**src/rtl/core/ord_pkg.sv**
```systemverilog
package ord_pkg;

    // Framing phase of the tracker
    typedef enum logic [2:0] {
        PH_TYPE    = 3'd0,
        PH_LEN_LO  = 3'd1,
        PH_LEN_HI  = 3'd2,
        PH_PAYLOAD = 3'd3,
        PH_CHECK   = 3'd4
    } phase_t;

    // Role tag carried with every byte
    typedef enum logic [2:0] {
        ROLE_PAD     = 3'd0,
        ROLE_TYPE    = 3'd1,
        ROLE_LEN_LO  = 3'd2,
        ROLE_LEN_HI  = 3'd3,
        ROLE_PAYLOAD = 3'd4,
        ROLE_CHECK   = 3'd5
    } role_t;

    localparam logic [7:0] PAD_BYTE = 8'h00;

    // One result transaction
    typedef struct packed {
        logic [7:0]  byte_value;
        role_t       role;
        logic [7:0]  record_kind;
        logic [15:0] payload_offset;
        logic        checksum_bad;
        logic        length_bad;
        logic        record_end;
    } result_t;

endpackage

```
**src/rtl/core/ord_tracker.sv**
```systemverilog
module ord_tracker (
    input  logic             clk,
    input  logic             rst_n,
    input  logic             advance,
    input  logic [7:0]       in_byte,
    input  logic             pad_skip_enable,
    output ord_pkg::result_t result
);
    import ord_pkg::*;

    phase_t      phase_reg,        phase_next;
    logic [15:0] bytes_left_reg,   bytes_left_next;
    logic [7:0]  running_sum_reg,  running_sum_next;
    logic [7:0]  current_kind_reg, current_kind_next;
    logic [7:0]  length_low_reg,   length_low_next;
    logic [15:0] offset_count_reg, offset_count_next;
    logic [15:0] len;
    logic [15:0] left_dec;

    always_ff @(posedge clk or negedge rst_n)
    begin
        if (!rst_n)
        begin
            phase_reg        <= PH_TYPE;
            bytes_left_reg   <= '0;
            running_sum_reg  <= '0;
            current_kind_reg <= '0;
            length_low_reg   <= '0;
            offset_count_reg <= '0;
        end
        else if (advance)
        begin
            phase_reg        <= phase_next;
            bytes_left_reg   <= bytes_left_next;
            running_sum_reg  <= running_sum_next;
            current_kind_reg <= current_kind_next;
            length_low_reg   <= length_low_next;
            offset_count_reg <= offset_count_next;
        end
    end

    assign len      = {in_byte, length_low_reg};
    assign left_dec = bytes_left_reg - 16'd1;

    always_comb
    begin
        phase_next        = phase_reg;
        bytes_left_next   = bytes_left_reg;
        running_sum_next  = running_sum_reg;
        current_kind_next = current_kind_reg;
        length_low_next   = length_low_reg;
        offset_count_next = offset_count_reg;

        result.byte_value     = in_byte;
        result.role           = ROLE_TYPE;
        result.record_kind    = current_kind_reg;
        result.payload_offset = '0;
        result.checksum_bad   = 1'b0;
        result.length_bad     = 1'b0;
        result.record_end     = 1'b0;

        case (phase_reg)
            PH_LEN_LO:
            begin
                result.role      = ROLE_LEN_LO;
                length_low_next  = in_byte;
                running_sum_next = running_sum_reg + in_byte;
                phase_next       = PH_LEN_HI;
            end
            PH_LEN_HI:
            begin
                result.role       = ROLE_LEN_HI;
                running_sum_next  = running_sum_reg + in_byte;
                offset_count_next = '0;
                if (len == 16'd0)
                begin
                    // zero length: flag it, take the next byte as checksum
                    result.length_bad = 1'b1;
                    bytes_left_next   = '0;
                    phase_next        = PH_CHECK;
                end
                else
                begin
                    bytes_left_next = len - 16'd1;
                    phase_next      = (len == 16'd1) ? PH_CHECK : PH_PAYLOAD;
                end
            end
            PH_PAYLOAD:
            begin
                result.role           = ROLE_PAYLOAD;
                result.payload_offset = offset_count_reg;
                offset_count_next     = offset_count_reg + 16'd1;
                running_sum_next      = running_sum_reg + in_byte;
                bytes_left_next       = left_dec;
                if (left_dec == 16'd0)
                    phase_next = PH_CHECK;
            end
            PH_CHECK:
            begin
                result.role         = ROLE_CHECK;
                result.checksum_bad = ((8'd0 - running_sum_reg) != in_byte);
                result.record_end   = 1'b1;
                running_sum_next    = '0;
                phase_next          = PH_TYPE;
            end
            default:
            begin
                if (in_byte == PAD_BYTE && pad_skip_enable)
                begin
                    // padding: tag it as pad, state holds
                    result.role        = ROLE_PAD;
                    result.record_kind = '0;
                    phase_next         = PH_TYPE;
                end
                else
                begin
                    result.role        = ROLE_TYPE;
                    result.record_kind = in_byte;
                    current_kind_next  = in_byte;
                    running_sum_next   = in_byte;
                    offset_count_next  = '0;
                    bytes_left_next    = '0;
                    phase_next         = PH_LEN_LO;
                end
            end
        endcase
    end

endmodule

```
**src/rtl/core/ord_out_stage.sv**
```systemverilog
module ord_out_stage (
    input  logic             clk,
    input  logic             rst_n,
    input  logic             load,
    input  ord_pkg::result_t result_in,
    input  logic             out_stall,
    output logic             ready,
    output logic             out_valid,
    output ord_pkg::result_t result_out
);
    import ord_pkg::*;

    logic    out_valid_reg;
    result_t result_reg;

    // free when empty or when the held transaction leaves this cycle
    assign ready = !out_valid_reg || !out_stall;

    always_ff @(posedge clk or negedge rst_n)
    begin
        if (!rst_n)
            out_valid_reg <= 1'b0;
        else if (ready)
            out_valid_reg <= load;
    end

    always_ff @(posedge clk)
    begin
        if (ready && load)
            result_reg <= result_in;
    end

    assign out_valid  = out_valid_reg;
    assign result_out = result_reg;

endmodule

```
**src/rtl/core/object_record_deframer_core.sv**
```systemverilog
// Datapath: a byte taken into the input register passes through the framing tracker into the
// result register once the result register can take it (input register, result register).
// Throughput: one byte per cycle unless the output stalls; the framing state updates in a
// single pass per byte. Under output stall the result and input registers each hold a byte.
// Reset (rst_n low, asynchronous): both stages empty, tracker expects a type byte with all
// counters and the running sum at zero, pad_skip_enable returns to 1.
module object_record_deframer_core (
    input  logic        clk,
    input  logic        rst_n,
    // configuration
    input  logic        pad_skip_enable_wr,
    input  logic        pad_skip_enable,
    // byte input channel
    input  logic        in_valid,
    output logic        in_stall,
    input  logic [7:0]  data_byte,
    // result channel
    output logic        out_valid,
    input  logic        out_stall,
    output logic [7:0]  byte_value,
    output logic [2:0]  role,
    output logic [7:0]  record_kind,
    output logic [15:0] payload_offset,
    output logic        checksum_bad,
    output logic        length_bad,
    output logic        record_end
);
    import ord_pkg::*;

    logic       pad_skip_enable_reg;
    logic       in_valid_reg;
    logic [7:0] in_byte_reg;
    logic       out_ready;
    logic       advance;
    result_t    step_result;
    result_t    out_result;

    // Configuration register: the user must write it only while the block is idle; not enforced here.
    always_ff @(posedge clk or negedge rst_n)
    begin
        if (!rst_n)
            pad_skip_enable_reg <= 1'b1;
        else if (pad_skip_enable_wr)
            pad_skip_enable_reg <= pad_skip_enable;
    end

    // Input register. A held byte moves to the result stage whenever that
    // stage can take it; the input side stalls only when the held byte
    // cannot move, so a new transaction enters every cycle while the output does not stall.
    assign advance  = in_valid_reg && out_ready;
    assign in_stall = in_valid_reg && !out_ready;

    always_ff @(posedge clk or negedge rst_n)
    begin
        if (!rst_n)
            in_valid_reg <= 1'b0;
        else if (!in_stall)
            in_valid_reg <= in_valid;
    end

    always_ff @(posedge clk)
    begin
        if (in_valid && !in_stall)
            in_byte_reg <= data_byte;
    end

    // Framing tracker: classify the held byte and advance the record state
    // in the same cycle the byte moves to the result register.
    ord_tracker u_tracker (
        .clk             (clk),
        .rst_n           (rst_n),
        .advance         (advance),
        .in_byte         (in_byte_reg),
        .pad_skip_enable (pad_skip_enable_reg),
        .result          (step_result)
    );

    // Result register: holds a finished transaction while the consumer stalls.
    ord_out_stage u_out (
        .clk        (clk),
        .rst_n      (rst_n),
        .load       (advance),
        .result_in  (step_result),
        .out_stall  (out_stall),
        .ready      (out_ready),
        .out_valid  (out_valid),
        .result_out (out_result)
    );

    assign byte_value     = out_result.byte_value;
    assign role           = out_result.role;
    assign record_kind    = out_result.record_kind;
    assign payload_offset = out_result.payload_offset;
    assign checksum_bad   = out_result.checksum_bad;
    assign length_bad     = out_result.length_bad;
    assign record_end     = out_result.record_end;

    // The end-of-record mark only ever rides on a checksum byte.
    a_end_on_check: assert property (@(posedge clk) disable iff (!rst_n)
        out_valid && record_end |-> role == ROLE_CHECK)
        else $error("record_end on a non-checksum byte");

    // A checksum mismatch is reported only together with the record end.
    a_bad_sum_ends: assert property (@(posedge clk) disable iff (!rst_n)
        out_valid && checksum_bad |-> record_end)
        else $error("checksum_bad without record_end");

    // Zero-length flag only on the length high byte.
    a_len_bad_role: assert property (@(posedge clk) disable iff (!rst_n)
        out_valid && length_bad |-> role == ROLE_LEN_HI)
        else $error("length_bad on wrong byte role");

    // A nonzero offset is only meaningful on payload bytes.
    a_offset_payload: assert property (@(posedge clk) disable iff (!rst_n)
        out_valid && payload_offset != 16'd0 |-> role == ROLE_PAYLOAD)
        else $error("payload_offset set outside payload");

    // Input stalls only while the result side is blocked.
    a_stall_cause: assert property (@(posedge clk) disable iff (!rst_n)
        in_stall |-> out_valid && out_stall)
        else $error("input stalled while result stage free");

endmodule
```
**config.mk**
```make
export PLATFORM = sky130hd
export DESIGN_NAME = object_record_deframer_core
export DESIGN_NICKNAME = d
export VERILOG_FILES = /design/src/rtl/core/ord_pkg.sv /design/src/rtl/core/ord_tracker.sv /design/src/rtl/core/ord_out_stage.sv /design/src/rtl/core/object_record_deframer_core.sv
export SDC_FILE = /design/constraint.sdc
export NUM_CORES = 1
export LEC_CHECK = 0
export ABC_AREA = 1
export BUFFER_PORTS_ARGS = -buffer_cell sky130_fd_sc_hd__buf_2
export CORE_AREA = 2 2 144 146
export DETAILED_ROUTE_END_ITERATION = 10
export DIE_AREA = 0 0 146 148
export GPL_TIMING_DRIVEN = 0
export HOLD_SLACK_MARGIN = 0.1
export REMOVE_ABC_BUFFERS = 1
export SYNTH_ARGS = -nofsm -noshare
export SYNTH_HDL_FRONTEND = slang
export SYNTH_SLANG_ARGS = --single-unit
export TNS_END_PERCENT = 50
```
**constraint.sdc**
```tcl
create_clock -name clk -period 2.5 [get_ports clk]
set_clock_uncertainty 0.05 [all_clocks]
set_input_delay 0.5 -clock clk [delete_from_list [all_inputs] [get_ports clk]]
set_output_delay 0.5 -clock clk [all_outputs]
set_load 0.02 [all_outputs]
```
### Word-level counts from Yosys, hierarchy flattened

Cells that the tools add are included.

* output and inout port bits: 40
* word-level logic and storage cells: 71
* register bits after elaboration: 108

* multiplexer cells: 16
* reduce and logical (&&, ||, !) cells: 21
* equality and inequality tests: 9
* bitwise operators: 3
* add/sub/neg operators: 5

Operators by type and width (count)
* 16-bit case mux with 3 select lines: 2
* 16-bit logical NOT: 2
* 16-bit 2-to-1 mux: 2
* 16-bit by 1-bit subtractor with 16-bit output, second input constant: 2
* 3-bit case mux with 4 select lines: 2
* 16-bit by 1-bit adder with 16-bit output, second input constant: 1
* 16-bit by 1-bit equality test with 1-bit output, second input constant: 1
* 8-bit 2-to-1 mux: 2
* 8-bit case mux with 2 select lines: 1
* 3-bit 2-to-1 mux: 3
* 9-bit 2-to-1 mux: 1
* 8-bit adder: 1
* 8-bit logical NOT: 1
* 8-bit != test: 1
* 1-bit by 8-bit subtractor with 8-bit output, first input constant: 1
* 3-bit by 2-bit equality test with 1-bit output, second input constant: 2
* 3-bit != test, second input constant: 2
* 2-bit AND reduction: 3
* 3-bit AND reduction: 2
* 1-bit logical AND: 5
* 1-bit logical NOT: 4
* 4-bit OR reduction: 1
* 3-bit by 1-bit equality test with 1-bit output, second input constant: 1
* 3-bit equality test, second input constant: 1
* 6 further kinds: 10

### Longest topological paths before layout

* word-level depth: 6
* gate-level depth with buffers: 15

### Hierarchy

A second synthesis with hierarchy kept.

* cells, all modules: 679
* area, all modules: 5815.6 µm²

By module, submodules not included
* ord_tracker: cells each 615, area each 4289.1 µm², seq. area each 1476.4 µm², times used 1
* ord_out_stage: cells each 43, area each 1182.4 µm², seq. area each 1166.1 µm², times used 1
* object_record_deframer_core: cells each 21, area each 344.1 µm², seq. area each 291.5 µm², times used 1

### Worst setup path after synthesis

Ideal clock, no wire load.

* kind: input to register
* start: input port out_stall
* end: register u_tracker.offset_count_reg[3]
* library setup time: 0.123 ns
* data arrival time: 2.259 ns
* path buffers: 1
* path slack: 0.067 ns
* stages on the path: 11
* cells stage by stage: nand2_1 inv_1 nor2_4 inv_2 nor3_2 nand2_4 inv_2 buf_6 nand2_2 o21ai_0 a21oi_1

* cells in the longest elaborated chain, start to end: 4

RTL lines
* from (decl): line object_record_deframer_core.sv:19 `input logic out_stall,`
* 1-bit logical NOT: line ord_out_stage.sv:17 `assign ready = !out_valid_reg || !out_stall;`
* 1-bit logical OR: line ord_out_stage.sv:17
* 1-bit logical AND: line object_record_deframer_core.sv:50 `assign advance = in_valid_reg && out_ready;`
* via advance: line object_record_deframer_core.sv:34 `logic advance;`
* 3-bit AND reduction (no source line)
* to (signal assigned): line ord_tracker.sv:38 `offset_count_reg <= offset_count_next;`
* to (decl): line ord_tracker.sv:16 `logic [15:0] offset_count_reg, offset_count_next;`

The timed path passes the listed nets, and every way through them passes these cells.
A chain may end at the register's enable or synchronous reset.

### Worst setup path in the final report

* start: register u_out.out_valid_reg (netlist: u_out.out_valid)
* end: register u_tracker.offset_count_reg[9]

* cells in the longest elaborated chain, start to end: 4

RTL lines
* from (decl): line ord_out_stage.sv:13 `logic out_valid_reg;`
* from (signal assigned): line ord_out_stage.sv:24 `out_valid_reg <= load;`
* 1-bit logical NOT: line ord_out_stage.sv:17
* 1-bit logical OR: line ord_out_stage.sv:17
* 1-bit logical AND: line object_record_deframer_core.sv:50
* via advance: line object_record_deframer_core.sv:34
* 3-bit AND reduction (no source line)

The timed path passes the listed nets, and every way through them passes these cells.

==> impl_metrics.json <==
{
  "status": "finished clean",
  "p_clk_frac": 0.192,
  "grt_use_total": 0.125,
  "io_pins": 54,
  "ant_nets": 0,
  "antenna_found_initial": 0,
  "start_kind": "flip-flop",
  "fmax_mhz": 437,
  "worstMarginPinSlew_ps": 1260,
  "yosysTopAreaCellShare": 0.267,
  "synth.distinct_cells": 42,
  "grt_pass1_vias": 4374,
  "ctsHtreeMaxLevel": 3,
  "dieArea_sq_mm": 0.0216,
  "syn_inst": 663,
  "ys_warn_count": 0,
  "maxSlewViolCount": 0,
  "cap_violations": 0,
  "setup_viol": 0,
  "power_leakage_nw": 2.85,
  "num_vias": 4509,
  "cts_root_buf": "clkbuf_16",
  "cp_data_required_time_ps": 2710,
  "p_int_mw": 4.13,
  "layout.nets": 747,
  "via_per_inst": 4.54,
  "syn_area_per_cell_sq_um": 8.64,
  "diodes": 0,
  "cp_slowest_stage_delay_ps": 380,
  "r2r_start": "u_out.out_valid$_DFFE_PN0N_",
  "drt_iter0_markers": 252,
  "relSlewSlack": 0.158,
  "fin_crit_ps": 2290,
  "dieWidth_microns": 146,
  "coreArea_sq_mm": 0.0200,
  "swShare": 0.432,
  "post-dp-hpwl_microns": 8580,
  "syn2layout_area_growth_pct": 14.8,
  "place_ws_ps": -1280,
  "synth_area_leaders": "dfrtp_1 (27%), edfxtp_1 (24%), nand2_1 (8.9%)",
  "insertion_delay_ps": 360,
  "routedWlPerCell_microns": 12.9,
  "clock_path_buffers": 2,
  "synth_flop_cell": "dfrtp_1",
  "rows": 52,
  "cp_cell_sequence": "nand2_1 -> inv_1 -> nor2_4 -> inv_2 -> nor3_2 -> nand2_4 -> inv_8 -> nand3_1 -> nor3_1 -> nor2_1",
  "finalHoldViolations": 0,
  "gp_congestion": 0.819,
  "critPathKind": "reg2reg",
  "drive_gt1_frac": 0.138,
  "synth.yosys.seq_area_share": 0.512,
  "dp_cells": 974,
  "drc": 0,
  "finalCritPeriodShare": 0.915,
  "ys_top_cells_by_count": "nand2_1 (136), nor2_1 (88), inv_1 (79)",
  "ys_seq_elements": 108,
  "utilization": 0.328,
  "async_flop_share": 0.574,
  "cts_buffers": 9,
  "synthesis.area_sq_mm": 0.00573,
  "cp_max_fo": 30,
  "grt_pass1_wl_microns": 21600,
  "drt_wl_total_microns": 12800,
  "yosysTopAreaCell": "dfrtp_1",
  "fp.dieH_microns": 148,
  "grt_max_degree": 63,
  "setup_ws_ps": 214,
  "pwr-share-seq": 0.372,
  "cp.arrival_ps": 2490,
  "firstDrtPassIters": 5,
  "ir_drop_mv": 0.427,
  "cts_hold_buf": 0,
  "combPwrFrac": 0.436,
  "fin_total_pwr_mw": 7.28,
  "hold_path.class": "in2async",
  "largest_reg_flops": 38,
  "rsz0062_at_grt": "no",
  "synth_edf_count": 46,
  "initial_core_util": 0.286,
  "clock_sinks": 108,
  "tritoncts": "built",
  "yosysMostFrequentCell": "nand2_1",
  "p_switching_mw": 3.15,
  "cts.clk_slew.worst_paths_ps": 80,
  "powerDensity_mw_per_mm2": 1110,
  "port_buffers": 53,
  "crit_start": "u_out.out_valid$_DFFE_PN0N_",
  "cp_slowest_cell": "dfrtp_1",
  "critPathCaptureType": "flip-flop",
  "overflow": 0,
  "final_cells": 993
}
power groups by stage:
stage	clock network [mW]	logic [mW]	registers, mW
finish	1.40	3.17	2.71
detailed placement	0	3.14	2.74
floorplan	0	2.30	2.81
global placement	0	3.09	2.74
global route	1.50	3.68	2.78
CTS	1.45	3.20	2.71
final timing paths:
check / slack (ps) / depth (start not counted) / endpoint
max: 210 / 10 / u_tracker.offset_count_reg[9]$_DFFE_PN0P_
min: 170 / 1 / u_tracker.current_kind_reg[2]$_DFFE_PN0P_
max reg2reg: 210 / 10 / u_tracker.offset_count_reg[9]$_DFFE_PN0P_
min reg2reg: 470 / 2 / u_out.out_valid$_DFFE_PN0N_
max in group asynchronous: 1650 / 1 / u_tracker.offset_count_reg[15]$_DFFE_PN0P_
min in group clk: 260 / 2 / pad_skip_enable_reg$_DFFE_PN1P_
kinds of logic (layout without fill, tap and decap cells):
| logic type | count (synthesis) | count (layout) | share of synthesized area |
|---|---|---|---|
| XOR/XNOR | 29 | 29 | 0.0444 |
| AO/OA/AOI/OAI | 100 | 100 | 0.0981 |
| multiplexers | 1 | 1 | 0.00197 |
| adder cells (fa/ha/maj) | 15 | 15 | 0.0341 |
| buffers and inverters | 96 | 154 | 0.0688 |
| AND/OR/NAND/NOR | 314 | 316 | 0.240 |
| flip-flops | 108 | 108 | 0.512 |
final cells by class:
class                   instances  area, sq um
repair buffers                 54          275
clock buffers                   9          225
flip-flops and latches        108         2930
fillers                      2141        13500
multi-input cells             461         2420
inverters                      84          323
clock inverters                 7         58.8
well taps                     270          338
through the flow:
stage               instance area [sq um]  hold slack [ps]  setup TNS [ps]
floorplan                            5650              154           -1720
global placement                     6250              429          -34030
detailed placement                   6250              445          -36440
CTS                                  6570              227               0
global route                         6580              250               0
finish                               6580              173               0
layer usage:
layer  vias to the layer above  global-route usage  share of wire
met2                        95               0.214           0.47
met1                      2088               0.159           0.47
met3                        16              0.0312          0.046
met5                         -                   0              0
met4                         0              0.0335          0.012
li1                       2310                   -              -
worst max-delay path: cells and delay by family (launching register included):
kind,cells,cell delay (ps)
simple gates,7,1170
buf+inv,3,560
flops,1,380
layout by cell type, fill, tap and decap left out, types with 3 or more instances in the layout:
| cell type | Yosys | routed |
|---|---|---|
| nand2_1 | 136 | 136 |
| nor2_1 | 88 | 88 |
| inv_1 | 79 | 79 |
| dfrtp_1 | 61 | 61 |
| buf_2 | 3 | 52 |
| edfxtp_1 | 46 | 46 |
| nand3_1 | 39 | 39 |
| o21ai_0 | 38 | 38 |
| a21oi_1 | 25 | 25 |
| xor2_1 | 22 | 22 |
| nor3_1 | 14 | 14 |
| ha_1 | 14 | 14 |
| o22ai_1 | 9 | 9 |
| clkbuf_16 | 0 | 9 |
| nand4_1 | 8 | 8 |
| o21ai_1 | 8 | 8 |
| xnor2_1 | 7 | 7 |
| a31oi_1 | 6 | 6 |
| nor2_4 | 3 | 5 |
| nor2_2 | 5 | 5 |
| inv_2 | 5 | 4 |
| nand2_2 | 4 | 4 |
| o31ai_1 | 4 | 4 |
| a22oi_1 | 4 | 4 |
| nor3_2 | 3 | 3 |
| nor4_1 | 3 | 3 |
| inv_8 | 0 | 3 |
| or2_2 | 3 | 3 |
| o211ai_1 | 3 | 3 |
timing repair:
item                       CTS  global route
gates resized for setup      3             2
pin swaps                    1             0
setup endpoints to repair   48             7
setup buffers                1             0
cloned                       2             0
hold endpoints to repair     0             0
No activity file was read; power rests on OpenSTA's default activity.
